<file path="config.mk">
export PLATFORM = sky130hd
export DESIGN_NAME = heading_dead_reckoning
export DESIGN_NICKNAME = d
export VERILOG_FILES = /design/src/rtl/hdr_pkg.sv /design/src/rtl/heading_dead_reckoning.sv
export VERILOG_INCLUDE_DIRS = /design/src /design/src/rtl
export SDC_FILE = /design/constraint.sdc
export NUM_CORES = 2
export LEC_CHECK = 0
export BUFFER_PORTS_ARGS = -buffer_cell sky130_fd_sc_hd__buf_2
export CELL_PAD_IN_SITES_DETAIL_PLACEMENT = 0
export CELL_PAD_IN_SITES_GLOBAL_PLACEMENT = 1
export CORE_MARGIN = 5
export CORE_UTILIZATION = 45
export CTS_BUF_LIST = sky130_fd_sc_hd__clkbuf_2
export CTS_CLUSTER_DIAMETER = 80
export DETAILED_ROUTE_END_ITERATION = 10
export PLACE_DENSITY = 0.72
export REMOVE_ABC_BUFFERS = 1
export SLEW_MARGIN = 40
export SYNTH_ARGS = -nofsm -noshare
export SYNTH_HDL_FRONTEND = slang
export SYNTH_SLANG_ARGS = --single-unit
</file>
<file path="constraint.sdc">
create_clock -name clk_i -period 22 [get_ports clk_i]
set_input_delay 4.4 -clock clk_i [delete_from_list [all_inputs] [get_ports clk_i]]
set_output_delay 4.4 -clock clk_i [all_outputs]
set_load 0.1 [all_outputs]
</file>
<file path="src/rtl/heading_dead_reckoning_defines.svh">
// Assertion macros shared by the heading_dead_reckoning RTL.
// Depends on nothing; included by modules that carry assertions.
`ifndef HEADING_DEAD_RECKONING_DEFINES_SVH
`define HEADING_DEAD_RECKONING_DEFINES_SVH

// Plain property check, disabled while reset is asserted.
`define HDR_ASSERT(lbl, clk, rstn, prop, msg) \
  lbl: assert property (@(posedge clk) disable iff (!rstn) (prop)) else $error(msg);

// Same-cycle implication.
`define HDR_ASSERT_IMP(lbl, clk, rstn, ante, cons, msg) \
  lbl: assert property (@(posedge clk) disable iff (!rstn) (ante) |-> (cons)) else $error(msg);

// Next-cycle implication.
`define HDR_ASSERT_NXT(lbl, clk, rstn, ante, cons, msg) \
  lbl: assert property (@(posedge clk) disable iff (!rstn) (ante) |=> (cons)) else $error(msg);

`endif

</file>
<file path="src/rtl/hdr_pkg.sv">
// Package for heading_dead_reckoning: sequencer states, CORDIC constants and tables.
// Depends on nothing; imported by the top level.
`timescale 1ns / 1ps

package hdr_pkg;

  localparam int unsigned CORDIC_ITERATIONS_DEF = 16;

  // Field widths
  localparam int unsigned TURN_W = 18;
  localparam int unsigned DIST_W = 24;
  localparam int unsigned POS_W  = 40;
  localparam int unsigned HEAD_W = 17;
  localparam int unsigned HSUM_W = 19;

  // One full turn in Q.8 degrees
  localparam logic [HEAD_W-1:0] FULL_TURN = 17'd92160;

  // Degrees to binary angle: 92160 = 2^11 * 45, so the angle is
  // floor((h * 2^21 + 22) / 45) = quot * 2^21 + FRAC_TBL[h - 45 * quot].
  localparam int unsigned DEG_DIV    = 45;
  localparam int unsigned ROUND_TERM = 22;
  localparam int unsigned FRAC_W     = 21;
  localparam int unsigned QUOT_W     = 11;
  localparam int unsigned REM_W      = $clog2(DEG_DIV);
  // floor(h / 45) = (h * 186414) >> 23, exact for h < 381300
  localparam int unsigned QMUL_W     = 18;
  localparam logic [QMUL_W-1:0] QUOT_MUL = 18'd186414;
  localparam int unsigned QUOT_SHIFT = 23;

  typedef logic [FRAC_W-1:0] frac_tbl_t [DEG_DIV];

  function automatic frac_tbl_t build_frac_tbl();
    frac_tbl_t t;
    for (int r = 0; r < DEG_DIV; r++) begin
      t[r] = FRAC_W'((64'(r) * (64'd1 << FRAC_W) + 64'(ROUND_TERM)) / DEG_DIV);
    end
    return t;
  endfunction

  localparam frac_tbl_t FRAC_TBL = build_frac_tbl();

  // CORDIC datapath
  localparam int unsigned CORD_W  = 34;
  localparam int unsigned TRIG_W  = 32;
  localparam int unsigned PROD_W  = DIST_W + TRIG_W;
  localparam int unsigned STEP_W  = PROD_W - 30;
  localparam int unsigned ATAN_W  = 30;
  localparam int unsigned ATAN_N  = 32;
  localparam int unsigned ATAN_IW = $clog2(ATAN_N);
  localparam logic signed [CORD_W-1:0] CORDIC_GAIN = 34'sd652032874;

  typedef logic [ATAN_W-1:0] atan_tbl_t [ATAN_N];

  // atan(2^-k) with 2^32 units per turn
  localparam atan_tbl_t ATAN_TBL = '{
    30'd536870912, 30'd316933406, 30'd167458907, 30'd85004756, 30'd42667331,
    30'd21354465, 30'd10679838, 30'd5340245, 30'd2670163, 30'd1335087,
    30'd667544, 30'd333772, 30'd166886, 30'd83443, 30'd41722, 30'd20861,
    30'd10430, 30'd5215, 30'd2608, 30'd1304, 30'd652, 30'd326, 30'd163,
    30'd81, 30'd41, 30'd20, 30'd10, 30'd5, 30'd3, 30'd1, 30'd1, 30'd0
  };

  typedef enum logic [3:0] {
    ST_IDLE,
    ST_WRAP,
    ST_QUOT,
    ST_BANG,
    ST_LOAD,
    ST_ROTATE,
    ST_MULX,
    ST_MULY,
    ST_ACCY,
    ST_DONE
  } state_e;

endpackage

</file>
<file path="src/rtl/heading_dead_reckoning.sv">
// Dead-reckoning walker: turn-then-move commands in, saturating position out.
// Depends on hdr_pkg and heading_dead_reckoning_defines.svh.
`timescale 1ns / 1ps
//
// Channel   | Port group          | tdata / tuser contents (lowest bit first)
// ----------+---------------------+---------------------------------------------
// command   | s_axis_* (slave)    | tdata: turn_angle[17:0], move_distance[41:18]
//           |                     | tuser: new_walk
// position  | m_axis_* (master)   | tdata: pos_x[39:0], pos_y[79:40]
//
// The position word of a command is loaded after the accept, once the WRAP, QUOT,
// BANG, LOAD, ROTATE, MULX, MULY, ACCY and DONE states have run, and the next
// command is taken once the block is back in idle; the rotation loop of the shared
// CORDIC stage runs one step per iteration of CORDIC_ITERATIONS, and the heading
// wrap adds or subtracts a full turn up to twice.
// Reset clears the sequencer, heading, position and the output valid; the
// datapath and output word registers are left as they are; no clearing pass.
// A new command is taken once the block is back in idle, even while the last
// position word still waits on m_axis_tready_i; the finished position holds in
// the sequencer until the output register is free.

`include "heading_dead_reckoning_defines.svh"

module heading_dead_reckoning
  import hdr_pkg::*;
#(
  parameter int unsigned CORDIC_ITERATIONS = CORDIC_ITERATIONS_DEF
) (
  input  logic          clk_i,
  input  logic          rst_ni,
  input  logic          s_axis_tvalid_i,
  output logic          s_axis_tready_o,
  input  logic [47:0]   s_axis_tdata_i,  // turn_angle[17:0], move_distance[41:18], zero pad
  input  logic          s_axis_tuser_i,  // new_walk
  output logic          m_axis_tvalid_o,
  input  logic          m_axis_tready_i,
  output logic [79:0]   m_axis_tdata_o   // pos_x[39:0], pos_y[79:40]
);

  localparam int unsigned KW = (CORDIC_ITERATIONS > 1) ? $clog2(CORDIC_ITERATIONS) : 1;
  localparam logic [KW-1:0] K_LAST = KW'(CORDIC_ITERATIONS - 1);

  // Sequencer and control state
  state_e               state_q, state_d;
  logic                 m_valid_q, m_valid_d;
  logic [HEAD_W-1:0]    heading_q, heading_d;
  logic signed [POS_W-1:0] pos_x_q, pos_x_d;
  logic signed [POS_W-1:0] pos_y_q, pos_y_d;
  logic [KW-1:0]        k_q, k_d;

  // Datapath registers
  logic signed [HSUM_W-1:0] hsum_q, hsum_d;
  logic [QUOT_W-1:0]        quot_q, quot_d;
  logic [31:0]              bang_q, bang_d;
  logic signed [CORD_W-1:0] cx_q, cx_d, cy_q, cy_d, z_q, z_d;
  logic                     flip_q, flip_d;
  logic signed [DIST_W-1:0] dist_q, dist_d;
  logic signed [PROD_W-1:0] prod_q, prod_d;
  logic [POS_W-1:0]         out_x_q, out_x_d, out_y_q, out_y_d;

  // Combinational helpers
  logic                     in_acc;
  logic signed [TURN_W-1:0] turn_in;
  logic [HEAD_W+QMUL_W-1:0] qprod;
  logic [HEAD_W-1:0]        rem_full;
  logic [REM_W-1:0]         rem;
  logic [31:0]              neg_ang;
  logic                     quad_flip;
  logic signed [CORD_W-1:0] dxs, dys, atan_v;
  logic signed [CORD_W-1:0] trig_sel;
  logic signed [TRIG_W-1:0] mul_b;
  logic signed [PROD_W-1:0] prod_rnd;
  logic signed [STEP_W-1:0] step;
  logic signed [POS_W-1:0]  acc_base;
  logic signed [POS_W:0]    acc_sum;
  logic signed [POS_W-1:0]  acc_sat;

  assign in_acc          = s_axis_tvalid_i && s_axis_tready_o;
  assign s_axis_tready_o = (state_q == ST_IDLE);
  assign m_axis_tvalid_o = m_valid_q;
  assign m_axis_tdata_o  = {out_y_q, out_x_q};
  assign turn_in         = s_axis_tdata_i[TURN_W-1:0];

  // Degrees to binary angle pieces
  assign qprod    = heading_q * QUOT_MUL;
  assign rem_full = heading_q - HEAD_W'(17'(quot_q) * 17'(DEG_DIV));
  assign rem      = rem_full[REM_W-1:0];

  // Negate the angle, then fold quadrants 1 and 2 onto the right half-plane
  assign neg_ang   = 32'(33'd0 - 33'(bang_q));
  assign quad_flip = neg_ang[31] ^ neg_ang[30];

  // Shared CORDIC rotation stage
  assign dxs    = cy_q >>> k_q;
  assign dys    = cx_q >>> k_q;
  assign atan_v = CORD_W'(ATAN_TBL[ATAN_IW'(k_q)]);

  // Shared multiplier: sine in MULX, cosine in MULY, undo the fold here
  always_comb begin
    trig_sel = (state_q == ST_MULX) ? cy_q : cx_q;
    if (flip_q) begin
      trig_sel = -trig_sel;
    end
    mul_b = TRIG_W'(trig_sel);
  end

  // Round the Q.38 product half up to Q.8 and accumulate with saturation
  assign prod_rnd = prod_q + PROD_W'(64'd1 << 29);
  assign step     = STEP_W'(prod_rnd >>> 30);
  assign acc_base = (state_q == ST_MULY) ? pos_x_q : pos_y_q;
  assign acc_sum  = (POS_W+1)'(acc_base) + (POS_W+1)'(step);

  always_comb begin
    if (acc_sum[POS_W] != acc_sum[POS_W-1]) begin
      acc_sat = acc_sum[POS_W] ? {1'b1, {(POS_W-1){1'b0}}} : {1'b0, {(POS_W-1){1'b1}}};
    end else begin
      acc_sat = acc_sum[POS_W-1:0];
    end
  end

  // Next state and datapath
  always_comb begin
    state_d   = state_q;
    m_valid_d = m_valid_q;
    heading_d = heading_q;
    pos_x_d   = pos_x_q;
    pos_y_d   = pos_y_q;
    k_d       = k_q;
    hsum_d    = hsum_q;
    quot_d    = quot_q;
    bang_d    = bang_q;
    cx_d      = cx_q;
    cy_d      = cy_q;
    z_d       = z_q;
    flip_d    = flip_q;
    dist_d    = dist_q;
    prod_d    = prod_q;
    out_x_d   = out_x_q;
    out_y_d   = out_y_q;

    // Drop the output word once taken
    if (m_valid_q && m_axis_tready_i) begin
      m_valid_d = 1'b0;
    end

    case (state_q)
      ST_IDLE: begin
        if (in_acc) begin
          dist_d = s_axis_tdata_i[TURN_W +: DIST_W];
          if (s_axis_tuser_i) begin
            // New walk: start from the origin facing zero
            pos_x_d = '0;
            pos_y_d = '0;
            hsum_d  = HSUM_W'(turn_in);
          end else begin
            hsum_d = HSUM_W'(turn_in) + HSUM_W'(heading_q);
          end
          state_d = ST_WRAP;
        end
      end
      ST_WRAP: begin
        // One add or subtract of a full turn per cycle until in range
        if (hsum_q[HSUM_W-1]) begin
          hsum_d = hsum_q + HSUM_W'(FULL_TURN);
        end else if (hsum_q >= HSUM_W'(FULL_TURN)) begin
          hsum_d = hsum_q - HSUM_W'(FULL_TURN);
        end else begin
          heading_d = hsum_q[HEAD_W-1:0];
          state_d   = ST_QUOT;
        end
      end
      ST_QUOT: begin
        quot_d  = qprod[QUOT_SHIFT +: QUOT_W];
        state_d = ST_BANG;
      end
      ST_BANG: begin
        bang_d  = {quot_q, {FRAC_W{1'b0}}} + 32'(FRAC_TBL[rem]);
        state_d = ST_LOAD;
      end
      ST_LOAD: begin
        flip_d  = quad_flip;
        z_d     = CORD_W'($signed({neg_ang[31] ^ quad_flip, neg_ang[30:0]}));
        cx_d    = CORDIC_GAIN;
        cy_d    = '0;
        k_d     = '0;
        state_d = ST_ROTATE;
      end
      ST_ROTATE: begin
        if (!z_q[CORD_W-1]) begin
          cx_d = cx_q - dxs;
          cy_d = cy_q + dys;
          z_d  = z_q - atan_v;
        end else begin
          cx_d = cx_q + dxs;
          cy_d = cy_q - dys;
          z_d  = z_q + atan_v;
        end
        k_d = k_q + 1'b1;
        if (k_q == K_LAST) begin
          state_d = ST_MULX;
        end
      end
      ST_MULX: begin
        prod_d  = dist_q * mul_b;
        state_d = ST_MULY;
      end
      ST_MULY: begin
        prod_d  = dist_q * mul_b;
        pos_x_d = acc_sat;
        state_d = ST_ACCY;
      end
      ST_ACCY: begin
        pos_y_d = acc_sat;
        state_d = ST_DONE;
      end
      ST_DONE: begin
        // Hold until the output register is free
        if (!m_valid_q || m_axis_tready_i) begin
          out_x_d   = pos_x_q;
          out_y_d   = pos_y_q;
          m_valid_d = 1'b1;
          state_d   = ST_IDLE;
        end
      end
      default: begin
        state_d = ST_IDLE;
      end
    endcase
  end

  always_ff @(posedge clk_i or negedge rst_ni) begin
    if (!rst_ni) begin
      state_q   <= ST_IDLE;
      m_valid_q <= 1'b0;
      heading_q <= '0;
      pos_x_q   <= '0;
      pos_y_q   <= '0;
      k_q       <= '0;
    end else begin
      state_q   <= state_d;
      m_valid_q <= m_valid_d;
      heading_q <= heading_d;
      pos_x_q   <= pos_x_d;
      pos_y_q   <= pos_y_d;
      k_q       <= k_d;
    end
  end

  always_ff @(posedge clk_i) begin
    hsum_q  <= hsum_d;
    quot_q  <= quot_d;
    bang_q  <= bang_d;
    cx_q    <= cx_d;
    cy_q    <= cy_d;
    z_q     <= z_d;
    flip_q  <= flip_d;
    dist_q  <= dist_d;
    prod_q  <= prod_d;
    out_x_q <= out_x_d;
    out_y_q <= out_y_d;
  end

  // Checks
  `HDR_ASSERT(a_heading_range, clk_i, rst_ni, heading_q < FULL_TURN, "heading out of range")
  `HDR_ASSERT_NXT(a_busy_after_accept, clk_i, rst_ni, in_acc, !s_axis_tready_o, "accepted while busy")
  `HDR_ASSERT_NXT(a_done_loads, clk_i, rst_ni, (state_q == ST_DONE) && (!m_valid_q || m_axis_tready_i), m_valid_q && (state_q == ST_IDLE), "result not loaded")
  `HDR_ASSERT_IMP(a_valid_from_done, clk_i, rst_ni, $rose(m_valid_q), $past(state_q) == ST_DONE, "result without finished command")

endmodule

</file>
==> key figures <==
Floorplanning
  • Die H: between 300 and 400 um
  • Core region area: 137500 sq um
  • # rows: 136
  • # IOs: 135
  • Starting density of the core: 45.26%
  • Die Wd: 381.9 um
  • Die area: 145800 sq um

Critical path
  • CP max FO: 35
  • Worst setup path start: state_q[1]
  • Arr. time, crit path: 13610 ps
  • Top delay family on crit path: adder cells
  • Slowest stage delay, CP: 650 ps
  • Crit. End Element: register
  • Req. time, crit path: approximately 23000 ps
  • Startpoint Class: register
  • CP dominant cell by count: fa_1
  • WS Path Type: register to register
  • Reg2reg start: state_q[1]
  • Worst path bufs/invs: 7
  • CP max stage cell: mux2i_1

Placement
  • Placed instance area: about 65000 sq um
  • Final GP Congestion: 0.8525
  • # port buffers: 128
  • Post-placement setup slack: 9759 ps
  • Hpwl dp: 127300 um

Finish
  • Nets: about 8000
  • Filler instances: 13210
  • Commonest cells after routing, fill and taps aside: 1016 x inv_1, 877 x fa_1, 869 x nand2_1, 464 x ha_1, 362 x and2_1
  • Final instance area: 66360 sq um
  • Commonest non-fill, non-tap cell in the layout: inv_1
  • Layout area overhead: 6.625%
  • Multi-input logic area: 46200 sq um
  • Register area: 11440 sq um
  • Share of layout cells above drive strength 1: 8.796%

Synth
  • Yosys reg bits: around 400
  • Syn avg cell area: 9.289 sq um
  • Seq/Total Area, Yosys: between 15 and 20%
  • Syn. warnings: 0
  • Syn Inst Count: 6700
  • Top FF cell, synth: edfxtp_1
  • Cell area after synthesis: around 62000 sq um
  • FFs w/ async S/R, synth: 26.63%
  • Synth cell types: 90
  • EDFF count, synth: 292

Clock network
  • CTS H-tree lvls: 3
  • CTS tree: yes
  • CTS buffer count: 112
  • Cts repair resizes: 0
  • Worst-Skew Late Latency: about 1600 ps
  • Deepest clock path buffer count: 3
  • Clk sinks: 398
  • Hold_buf cts: 0
  • Root buffer cell: clkbuf_2
  • Worst-path clk slew: 110 ps
  • Post-CTS Repair Setup Buffers: 0

Global route
  • First-pass GRT wire length: 279500 um
  • Largest net degree at the start of global routing: 72
  • Gr usage total: 24.16%
  • Antenna violations before repair: 7
  • Vias in the first global route: 49400
  • Total gr overflow: 0

STA
  • Relative slew slack: 44.12%
  • Worst slew pin tran: 838.2 ps
  • Tcrit/Tclk final: 57.09%
  • Final Skew: 303.9 ps
  • Hold WS: 447.2 ps
  • Final Max Slew Viols: 0
  • Setup violators final: 0
  • Fmax achieved: approximately 80 MHz
  • Final Hold Fails: 0
  • Setup TNS: 0 ps
  • Setup repair after global routing missed its margin: false
  • Final WS setup: between 9000 and 10000 ps
  • Crit path time final: approximately 13000 ps

Outcome
  • Outcome: finished, final reports clean

Min path
  • HP Class: register to register
  • Critical hold path startpoint: quot_q[6]

Routing
  • Via count: 47450
  • Detail Route Antenna Nets: 0
  • Drt pass-1 iters: 6
  • Initial drt markers: 2907
  • Detailed Route WL: 174200 um
  • DRC Markers: 0
  • Via density: 5.491
  • DR WL/cell: 20.16 um

Job
  • Max Cap Viol: 0
[cells by family after synthesis]
group	synth area share [%]
AO/OA/AOI/OAI	10.77
buffers and inverters	8.181
XOR/XNOR	5.368
AND/OR/NAND/NOR	15.05
multiplexers	4.741
adder cells (fa/ha/maj)	37.54
flip-flops	18.35
[path summary, 6_finish.rpt]
| kind | to | slack [ps] | cells after the start |
|---|---|---|---|
| setup / recovery | prod_q[55] | 9440 | 37 |
| setup reg to reg | prod_q[55] | 9440 | 37 |
| min in group asynchronous | pos_y_q[2] | 2870 | 1 |
| max in group asynchronous | pos_y_q[13] | 17750 | 3 |
| hold / removal | bang_q[27] | 450 | 0 |
| hold reg to reg | bang_q[27] | 450 | 0 |
[area by class of cell]
class | count | share of cell area [%]
antenna | 14 | 0.05280
clock buffer | 149 | 1.124
clock inverter | 64 | 0.5298
inverter | 1021 | 5.776
multi-input combinational | 4971 | 69.62
sequential | 398 | 17.23
tap | 1794 | 3.383
timing repair buffer | 230 | 2.280
[flip-flops by register name, summed over array words and instances (netlist names), 11 cells and up]
name,count
heading_q,17
prod_q,27
cy_q,34
cx_q,34
quot_q,11
out_y_q,40
z_q,34
out_x_q,40
hsum_q,19
pos_x_q,40
dist_q,24
bang_q,28
pos_y_q,40
[metrics by stage]
step           instances  util [%]
2_1_floorplan       6390         -
3_3_place_gp        8407     47.30
3_5_place_dp        8413     47.42
4_1_cts             8626     48.22
5_1_grt             8632     48.25
6_report            8641     48.26
[synth_stat cells, drive strengths merged (100+ instances only)]
library cell,number,area share (%)
o21ai,231,1.9
ha,464,9.3
dfrtp,106,4.3
inv,1018,6.1
edfxtp,292,14
xnor2,222,3.2
xor2,156,2.2
fa,877,28
and2,363,3.6
nor2,330,2.0
clkbuf,228,1.4
a21o,100,1.2
nand2,869,5.2
a21oi,337,2.7
mux2i,102,1.6
[routing by layer]
metal,track usage (%),routed length [um],vias to the layer above
met4,6.751,4707,0
met2,39.96,82480,1246
met3,3.374,9960,249
li1,-,-,21970
met5,0,0,-
met1,33.43,77090,23990
[worst register-to-register path: cells and delay by family (launching register included)]
| kind | cells | cell delay (ps) |
|---|---|---|
| simple gates | 12 | 3290 |
| fa+ha+maj | 8 | 3990 |
| buf+inv | 7 | 1310 |
| xor+xnor | 2 | 270 |
| flops | 1 | 640 |
| compound gates | 7 | 1970 |
| mux | 1 | 670 |
Power is not shown: default switching activity piles up to over one toggle a cycle in this logic, so the estimate is an artifact.
